--- config.mk ---
export PLATFORM = sky130hd
export DESIGN_NAME = psc_front
export DESIGN_NICKNAME = d
export VERILOG_FILES = /design/src/rtl/core/preroll_slice_capture_controller_defines.svh /design/src/rtl/core/psc_pkg.sv /design/src/rtl/core/psc_front.sv
export SDC_FILE = /design/constraint.sdc
export NUM_CORES = 1
export LEC_CHECK = 0
export ABC_AREA = 1
export BUFFER_PORTS_ARGS = -buffer_cell sky130_fd_sc_hd__buf_2
export CAP_MARGIN = 10
export CORE_MARGIN = 4
export CORE_UTILIZATION = 45
export CTS_CLUSTER_SIZE = 28
export DETAILED_ROUTE_END_ITERATION = 8
export PLACE_DENSITY = 0.69
export SLEW_MARGIN = 10
export SYNTH_ARGS = -nofsm -noshare
export SYNTH_HDL_FRONTEND = slang
export SYNTH_SLANG_ARGS = --single-unit
export TNS_END_PERCENT = 50
--- constraint.sdc ---
create_clock -name clk -period 2.75 [get_ports clk]
set_input_delay 0.4125 -clock clk [delete_from_list [all_inputs] [get_ports clk]]
set_output_delay 0.4125 -clock clk [all_outputs]
set_load 0.1 [all_outputs]
--- src/rtl/core/preroll_slice_capture_controller_defines.svh ---
// Assertion macros for the pre-roll slice capture controller.
// Used by the top level; expects clk and rst_n in scope.
`ifndef PREROLL_SLICE_CAPTURE_CONTROLLER_DEFINES_SVH
`define PREROLL_SLICE_CAPTURE_CONTROLLER_DEFINES_SVH

// Same-cycle implication.
`define PSC_ASSERT_NOW(lbl, ante, cons, msg) \
  lbl: assert property (@(posedge clk) disable iff (!rst_n) (ante) |-> (cons)) else $error(msg);

// Next-cycle implication.
`define PSC_ASSERT_NEXT(lbl, ante, cons, msg) \
  lbl: assert property (@(posedge clk) disable iff (!rst_n) (ante) |=> (cons)) else $error(msg);

`endif

--- src/rtl/core/psc_pkg.sv ---
// Shared types, constants and codes of the pre-roll slice capture controller.
// No dependencies.
package psc_pkg;

  localparam int PAD_COUNT   = 16;
  localparam int PAD_W       = 4;
  localparam int NPAD_W      = 5;
  localparam int MAX_FRAMES  = 65536;
  localparam int POS_W       = 17;
  localparam int RING_FRAMES = 4096;
  localparam int RING_AW     = 12;
  localparam int FILL_W      = 13;
  localparam int SAMPLE_BITS = 24;
  localparam int SQ_W        = 48;
  localparam int SUM_W       = 64;
  localparam int OSUM_W      = 63;

  // Input kinds
  localparam logic [2:0] KIND_FRAME   = 3'd0;
  localparam logic [2:0] KIND_NOTE    = 3'd1;
  localparam logic [2:0] KIND_FINAL   = 3'd2;
  localparam logic [2:0] KIND_UNDO    = 3'd3;
  localparam logic [2:0] KIND_RESTART = 3'd4;

  // Internal operation codes
  localparam logic [2:0] OP_FRAME   = 3'd0;
  localparam logic [2:0] OP_NOTE    = 3'd1;
  localparam logic [2:0] OP_FINAL   = 3'd2;
  localparam logic [2:0] OP_UNDO    = 3'd3;
  localparam logic [2:0] OP_RESTART = 3'd4;

  // Result event codes
  localparam logic [1:0] EV_COMMIT  = 2'd0;
  localparam logic [1:0] EV_CLEARED = 2'd1;
  localparam logic [1:0] EV_SESSION = 2'd2;

  // Configuration register indexes
  localparam logic [2:0] CFG_ARMED     = 3'd0;
  localparam logic [2:0] CFG_MODE      = 3'd1;
  localparam logic [2:0] CFG_START_PAD = 3'd2;
  localparam logic [2:0] CFG_PREROLL   = 3'd3;
  localparam logic [2:0] CFG_FIXED_LEN = 3'd4;

  typedef struct packed {
    logic [2:0]                    op;
    logic signed [SAMPLE_BITS-1:0] left;
    logic signed [SAMPLE_BITS-1:0] right;
  } psc_item_t;

  typedef struct packed {
    logic              armed;
    logic              mode;
    logic [PAD_W-1:0]  start_pad;
    logic [12:0]       preroll;
    logic [POS_W-1:0]  fixed_len;
  } psc_cfg_t;

  typedef struct packed {
    logic              active;
    logic              session_complete;
    logic [NPAD_W-1:0] next_pad;
  } psc_status_t;

  typedef struct packed {
    logic [1:0]             code;
    logic [PAD_W-1:0]       pad;
    logic [POS_W-1:0]       frames;
    logic [SAMPLE_BITS-1:0] peak;
    logic [OSUM_W-1:0]      sum;
    logic                   done;
  } psc_result_t;

endpackage

--- src/rtl/core/psc_front.sv ---
// Front end: accepts input transactions, classifies the kind and queues them.
// Depends on psc_pkg.
module psc_front (
  input  logic                clk,
  input  logic                rst_n,
  input  logic                in_tvalid,
  output logic                in_tready,
  input  logic [2:0]          in_kind,
  input  logic [47:0]         in_samples,
  output logic                item_valid,
  output psc_pkg::psc_item_t  item,
  input  logic                item_pop
);
  import psc_pkg::*;

  psc_item_t   q_r [2];
  logic        wr_ptr_r, wr_ptr_nxt;
  logic        rd_ptr_r, rd_ptr_nxt;
  logic [1:0]  cnt_r, cnt_nxt;
  logic        known;
  logic [2:0]  op;
  logic        push;

  always_comb begin
    known = 1'b1;
    op    = OP_FRAME;
    case (in_kind)
      KIND_FRAME:   op = OP_FRAME;
      KIND_NOTE:    op = OP_NOTE;
      KIND_FINAL:   op = OP_FINAL;
      KIND_UNDO:    op = OP_UNDO;
      KIND_RESTART: op = OP_RESTART;
      default:      known = 1'b0;
    endcase
  end

  assign in_tready  = (cnt_r != 2'd2);
  // drop unknown kinds here
  assign push       = in_tvalid && in_tready && known;
  assign item_valid = (cnt_r != 2'd0);
  assign item       = q_r[rd_ptr_r];

  always_comb begin
    wr_ptr_nxt = wr_ptr_r ^ push;
    rd_ptr_nxt = rd_ptr_r ^ item_pop;
    cnt_nxt    = cnt_r + {1'b0, push} - {1'b0, item_pop};
  end

  always_ff @(posedge clk) begin
    if (!rst_n) begin
      wr_ptr_r <= 1'b0;
      rd_ptr_r <= 1'b0;
      cnt_r    <= 2'd0;
    end else begin
      wr_ptr_r <= wr_ptr_nxt;
      rd_ptr_r <= rd_ptr_nxt;
      cnt_r    <= cnt_nxt;
    end
    if (push) begin
      q_r[wr_ptr_r] <= '{op: op, left: in_samples[23:0], right: in_samples[47:24]};
    end
  end

endmodule

# Word level (Yosys, flattened, before mapping)
# Memory sizes are Yosys's and may differ from the RTL's. A register that Yosys moved wholly into a read port is not among the register bits.
# Index checks and enable logic that the tools add are counted.
[totals]
rom_bits = 0
reg_bits = 4
word_cells = 23
ramBits = 102
mem_count = 1
out_inout_bits = 53
latchBits = 0
inputBits = 55
[mem_list]
columns = ["memory", "depth", "word_bits", "rd", "rd_clocked_by_memory_dff", "wr", "line_no", "source"]
rows = [
  ["q_r", 2, 51, 1, 1, 1, "psc_front.sv:16", "psc_item_t q_r [2];"],
]
[classes]
n_div = 0
n_eq_ne = 5
reduce_logical = 5
mux = 5
shift = 0
n_mul = 0
bitwise_logic = 2
n_addsub = 2
magnitude_cmp = 0
[op_table]
columns = ["operator", "n"]
rows = [
  ["$pmux 3 s4", 1],
  ["$eq 3x2->1 const B", 2],
  ["$reduce_or 5->1", 1],
  ["$mux 1", 4],
  ["$eq 3x1->1 const B", 1],
  ["$eq 3x3->1 const B", 1],
  ["$logic_not 3->1", 1],
  ["$add 2x1->2", 1],
  ["$logic_and 1x1->1", 2],
  ["$ne 2x2->1 const B", 1],
  ["$reduce_bool 2->1", 1],
  ["$sub 2x1->2", 1],
  ["$xor 1x1->1", 2],
]

# Logic depth before layout (Yosys ltp)
# Gate-level depths: netlist of run 1.
[logic_depth]
word_depth = 6
mapped_depth = 13
ltp_nobuf = 13

# Least setup slack after synthesis of run 1
# Ideal clock, no wire load.
[synth_timing]
kind = "flip-flop to flip-flop"
startpoint = "register cnt_r[0]"
endpoint = "memory q_r[1][0] (netlist bit) (enable)"
setup_time_ps = 414
arrival_ps = 2611
period_less_slack_ps = 3025
path_buffers = 0
slack_ps = -275
required_ps = 2336
stages_incl_launch_ff = 6
cell_sequence = "dfxtp_1 > inv_1 > nand2_1 > nand2_1 > nor2_1 > ha_1"
[synth_between]
elab_chain_len = 5
[synth_lines]
columns = ["element", "line_no", "source"]
rows = [
  ["from (decl)", "psc_front.sv:19", "logic [1:0] cnt_r, cnt_nxt;"],
  ["from (signal assigned)", "psc_front.sv:57", "cnt_r <= cnt_nxt;"],
  ["$ne 2x2->1", "psc_front.sv:37", "assign in_tready = (cnt_r != 2'd2);"],
  ["via in_tready", "psc_front.sv:7", "output logic in_tready,"],
  ["$logic_and 1x1->1 (2 in a row)", "psc_front.sv:39", "assign push = in_tvalid && in_tready && known;"],
  ["$mux 1", "psc_front.sv:59", "if (push) begin"],
  ["$mux 1 (not written as such)", "psc_front.sv:60", "q_r[wr_ptr_r] <= '{op: op, left: in_samples[23:0], right: in_samples[47:24]};"],
  ["to (decl)", "psc_front.sv:16", ""],
]
# The timed path passes the listed nets, and every way through them passes these cells.

==> results of run 1 <==
worst paths after layout:
path	start	endpoint	slack (ps)	depth (start not counted)
worst max-delay path	flop	item[19]	480	3
worst min-delay path	in_samples[5]	q_r[1][29]$_DFFE_PP_	240	1
worst max register to register	cnt_r[0]$_SDFF_PN0_	q_r[1][33]$_DFFE_PP_	930	6
worst min register to register	rd_ptr_r$_SDFF_PN0_	rd_ptr_r$_SDFF_PN0_	530	2
sequential cells by signal, indices dropped and copies added (netlist names), named ones only:
register	cells
wr_ptr_r	1
q_r	102
rd_ptr_r	1
cnt_r	2
through the flow:
stage	hold WS [ps]	area (um^2)	utilization, %	setup WS [ps]	setup TNS, ps
finish	235.2	5049	55.16	475.5	0
global route	202.3	5049	55.16	370.8	0
CTS	216.7	5049	55.16	423.3	0
detailed placement	517.4	4851	53.00	749.3	0
global placement	497.9	4851	53.00	780.4	0
floorplan	479.9	4209	-	-275.2	-28070
cell type report:
| cell class | count | area share, % |
|---|---|---|
| sequential | 107 | 62.73 |
| multi-input combinational | 74 | 17.79 |
| timing repair buffer | 113 | 12.00 |
| tap | 111 | 2.751 |
| clock buffer | 9 | 2.454 |
| clock inverter | 7 | 1.462 |
| inverter | 11 | 0.8178 |
cells in the final DEF, fill, tap and decap left out, drive strengths merged:
master and instances:
a21oi 2, xnor2 1, bufinv 1, buf 113, clkbuf 9, inv 13, clkinv 4, nand2 7
mux2 51, ha 4, nor2 7, nor3 1, edfxtp 102, dfxtp 5, nand3 1
power by group:
group          internal (W)  switching, W
Clock              0.000426      0.000509
Sequential          0.00190     0.0000361
Combinational      0.000250      0.000853
Total               0.00258       0.00140
metal layers:
metal  wire length, um  GRT usage [%]
met5                12              0
met4                85          4.217
met3               470          4.818
met2              3198          20.71
met1              2852          15.39
worst reg2reg max path, stage by stage (launching register included):
cell     delay [ps]
dfxtp_1         340
inv_1            50
nand2_1          70
nand2_1          50
nor2_1          190
ha_2            550
buf_4           280
synth_stat cells, drive strengths merged:
cell type    n  area (um^2)
inv         11        41.29
xnor2        1        8.760
edfxtp     102         3063
ha           4        50.05
dfxtp        5        100.1
nand2        7        26.28
a21oi        2        10.01
nand3        1        5.000
nor2         7        26.28
mux2        51        762.0
nor3         1        5.000
buf          6        111.4
logic make-up (layout without fill, tap and decap cells):
group / count (synthesis) / count (layout) / synth area share [%]
DFF: 107 / 107 / 75.15
muxes: 51 / 51 / 18.10
buffers and inverters: 17 / 140 / 3.627
and+or+nand+nor: 16 / 16 / 1.486
adders and majority gates: 4 / 4 / 1.189
AOI/OAI and AO/OA: 2 / 2 / 0.2378
xor gates and xnor gates: 1 / 1 / 0.2081
==> run_results.csv, run 1 <==
group,metric,value,unit
floorplanning,die_area,0.01097,mm^2
route,routed_via_density,4.704,
route,vias,2032,
setup_path,path_cells,"buf_4 > mux2_4 > buf_2",
cts,clkLatencyLatePin,360,ps
global_route,grt_max_degree,27,
cts,cts_buffers,9,
route,drtIter0Drc,69,
sta,slew_violations,0,
layout,multi_input_area,898.4,um^2
cts,cts_setup_buffers,0,
sta,fmax,439.7,MHz
setup_path,path_max_fanout,15,
setup_path,cpPeakStageDelay,530,ps
global_route,antenna_found_initial,1,
route,drt_first_pass_iters,4,
floorplanning,rows,35,
floorplanning,initial_core_util,45.99,%
setup_path,crit_buf_inv,2,
place,dpl.hpwl,4563,um
layout,regArea,0.003167,mm^2
synth,yosysUniqueCellTypes,14,
synth,seq_area_frac_synth,75.15,%
cts,cts.sinks,107,
cts,cts-resized-gates,0,
cts,clk_path_buf_depth,2,
layout,final_layout_size_suffix_gt1_share,56.70,%
floorplanning,fp.dieW,104.7,um
setup_path,crit_type,"reg2out",
sta,finalHoldViolCount,0,
power,p_per_area,787.0,mW/mm^2
layout,synthToLayoutAreaGrowth,19.95,%
place,post-place-cells,416,
sta,setup_viol_count_final,0,
layout,layout.cells.non_filler,432,
cts,htreeDepth,3,
sta,tightest_slew,507.2,ps
power,total_power,0.003973,W
run,drv_cap,0,
power,ir_worst_vdd,0.3656,mV
sta,min_period,2275,ps
global_route,grt_pass1_vias,2135,
synth,ys_ff_latch,107,
sta,rsz0062_at_grt,"false",
cts,root_buffer,"clkbuf_8",
status,outcome,"complete, no violations",
synth,ys_warn_count,0,
cts,clk_pin_slew,100,ps
route,drtAntennaViolNets,0,
synth,synth_area,0.004209,mm^2
place,portBuffers,107,
setup_path,path_delay_family,"buffers and inverters",
setup_path,worstPathArrival,1860,ps
route,finalWirelength,6619,um
global_route,grt_pass1_wl,10610,um
floorplanning,ios,108,
worst_hold_path,hp-class,"in2reg",
sta,clock-skew-final,8.815,ps
sta,fin_crit_sh,82.71,%
route,drt-wirelength-per-cell,15.32,um
cts,cts_tree,"yes",
power,p_leak,2.035,nW
sta,slew_headroom,66.42,%
floorplanning,core,0.009153,mm^2
global_route,grt_usage,12.62,%
layout,nets,375,
setup_path,slowest_stage,"dfxtp_4",
synth,avgSynthCellArea,21.26,um^2
floorplanning,die_height,104.7,um
synth,syn_inst,198,
cts,cts_hold_buf,0,
setup_path,critPathCaptureType,"primary output",
layout,diodes,0,
layout,n_fill_cell,742,
setup_path,start_kind,"flop",
synth,syn_nets,257,
place,place.gp.congestion,0.7133,
global_route,overflow,0,
setup_path,critical_path_required,2340,ps
route,drc,0,
Note: power is estimated with default switching activity, not from simulation.
==> run 2: changes to the inputs <==
- clock period: 2.75 -> 2.15 ns (I/O delays scaled with it)
==> run_results.csv, run 2 (same netlist as run 1, synthesis figures left out) <==
group,metric,value,unit
floorplanning,die_area,0.01097,mm^2
power,pwr-share-comb,34.3,%
layout,nets,376,
setup_path,critical_path_required,1830,ps
cts,clkLatencyLatePin,340,ps
setup_path,slowest_stage,"dfxtp_4",
global_route,overflow,0,
route,vias,2025,
setup_path,worstPathArrival,1700,ps
power,p_leak,2.302,nW
floorplanning,core,0.009153,mm^2
route,finalWirelength,6570,um
setup_path,path_delay_family,"flip-flops",
cts,root_buffer,"clkbuf_8",
place,dpl_cell_area,0.005659,mm^2
layout,n_fill_cell,648,
place,portBuffers,107,
layout,final_common_cell,"edfxtp_1",
setup_path,start_kind,"flop",
sta,setup_slack,128.7,ps
global_route,grt_pass1_vias,2097,
global_route,antenna_found_initial,1,
power,p_sw_share,34.08,%
floorplanning,initial_core_util,45.99,%
setup_path,path_max_fanout,27,
layout,reg.largest.list,"q_r: 102 flops, cnt_r: 2 flops",
layout,most-common-layout-cells,"102 x edfxtp_1, 56 x buf_2, 54 x buf_12, 50 x mux2_4, 11 x inv_1",
route,drc,0,
setup_path,crit_buf_inv,2,
worst_hold_path,hp-class,"in2reg",
setup_path,path_cells,"buf_12 > mux2_4 > buf_12",
setup_path,critPathCaptureType,"primary output",
layout,final_cell_area,0.005828,mm^2
route,drt_first_pass_iters,4,
route,drt-wirelength-per-cell,15.17,um
cts,cts-resized-gates,0,
route,drtIter0Drc,63,
floorplanning,die_height,104.7,um
sta,finalHoldViolCount,0,
layout,largest_reg_flops,102,
cts,cts.sinks,107,
cts,cts_tree,"yes",
sta,min_period,2021,ps
power,p_switching,0.001822,W
sta,rsz0062_at_grt,"false",
layout,diodes,0,
place,post-place-cells,417,
setup_path,cpPeakStageDelay,540,ps
sta,tightest_slew,483.9,ps
power,p_per_area,917.2,mW/mm^2
cts,clk_pin_slew,90,ps
floorplanning,ios,108,
route,routed_via_density,4.677,
global_route,grt_usage,12.24,%
cts,clk_path_buf_depth,2,
layout,final_layout_size_suffix_gt1_share,57.14,%
setup_path,crit_path_frequent_cell,"buf_12",
status,outcome,"complete, no violations",
layout,regMostFlops,"q_r",
power,clkPwrFrac,19.4,%
global_route,grt_max_degree,28,
place,dpl.hpwl,4857,um
place,place.gp.congestion,0.7186,
layout,regArea,0.003167,mm^2
layout,multi_input_area,920.9,um^2
power,power.internal,0.003524,W
cts,cts_buffers,9,
sta,setup_viol_count_final,0,
sta,slew_headroom,67.96,%
power,p_seq_share,46.4,%
cts,cts_setup_buffers,0,
floorplanning,fp.dieW,104.7,um
sta,tns,0,ps
setup_path,crit_type,"reg2out",
place,post-place-ws,201.7,ps
layout,synthToLayoutAreaGrowth,38.47,%
sta,clock-skew-final,5.196,ps
sta,slew_violations,0,
layout,layout.cells.non_filler,433,
sta,fmax,494.7,MHz
route,drtAntennaViolNets,0,
global_route,grt_pass1_wl,10330,um
cts,htreeDepth,3,
floorplanning,rows,35,
cts,cts_hold_buf,0,
run,drv_cap,0,
power,ir_worst_vdd,0.6253,mV
sta,fin_crit_sh,94.01,%
==> run 2: changes by cell type in the layout (fill, tap and decap cells not counted), sizes merged <==
cell | previous run | this run
clkbuf | 9 | 10
bufinv | 1 | 0
clkinv | 4 | 2
inv | 13 | 12
clkinvlp | 0 | 3
buf | 113 | 114
==> run 2: per-stage QoR <==
stage | power (W) | util, % | hold slack [ps]
floorplan | 0.003773 | - | 416.0
global placement | 0.004356 | 61.83 | 496.7
detailed placement | 0.004377 | 61.83 | 505.3
CTS | 0.005416 | 63.68 | 133.3
global route | 0.005566 | 63.68 | 123.0
finish | 0.005345 | 63.68 | 158.4
==> run 2: power by group through the flow <==
stage               Sequential [W]  Combinational [W]  Clock [W]
floorplan                  0.00250            0.00127          0
global placement           0.00252            0.00184          0
detailed placement         0.00253            0.00185          0
CTS                        0.00248            0.00185    0.00108
global route               0.00249            0.00189    0.00119
finish                     0.00248            0.00183    0.00104
==> run 2: final timing paths <==
check | startpoint | end | slack, ps | cells after the start
min reg2reg | rd_ptr_r$_SDFF_PN0_ | rd_ptr_r$_SDFF_PN0_ | 520 | 2
max | flop | item[37] | 130 | 3
min | in_samples[47] | q_r[0][23]$_DFFE_PP_ | 160 | 1
max reg2reg | cnt_r[0]$_SDFF_PN0_ | cnt_r[1]$_SDFF_PN0_ | 250 | 12
==> run 2: worst register-to-register path, delay by kind of cell, from the launching register on <==
kind                     cells  cell delay, ps
AO/OA/AOI/OAI                1             130
adder cells (fa/ha/maj)      2             470
buffers and inverters        4             260
flip-flops                   1             350
AND/OR/NAND/NOR              5             590
==> run 2: layout make-up <==
type / instances / area share, %
Tap cell: 111 / 2.383
Clock buffer: 10 / 2.190
Sequential cell: 107 / 54.34
Multi-Input combinational cell: 74 / 15.80
Clock inverter: 6 / 0.7085
Timing Repair Buffer: 114 / 23.87
Inverter: 11 / 0.7085
==> run 2: per-layer routing <==
metal	GRT usage, %	wire, um	up-vias
li1	-	-	984
met1	13.59	2514	971
met2	22.19	3570	59
met3	3.397	397	9
met4	4.780	68	2
met5	0	18	-
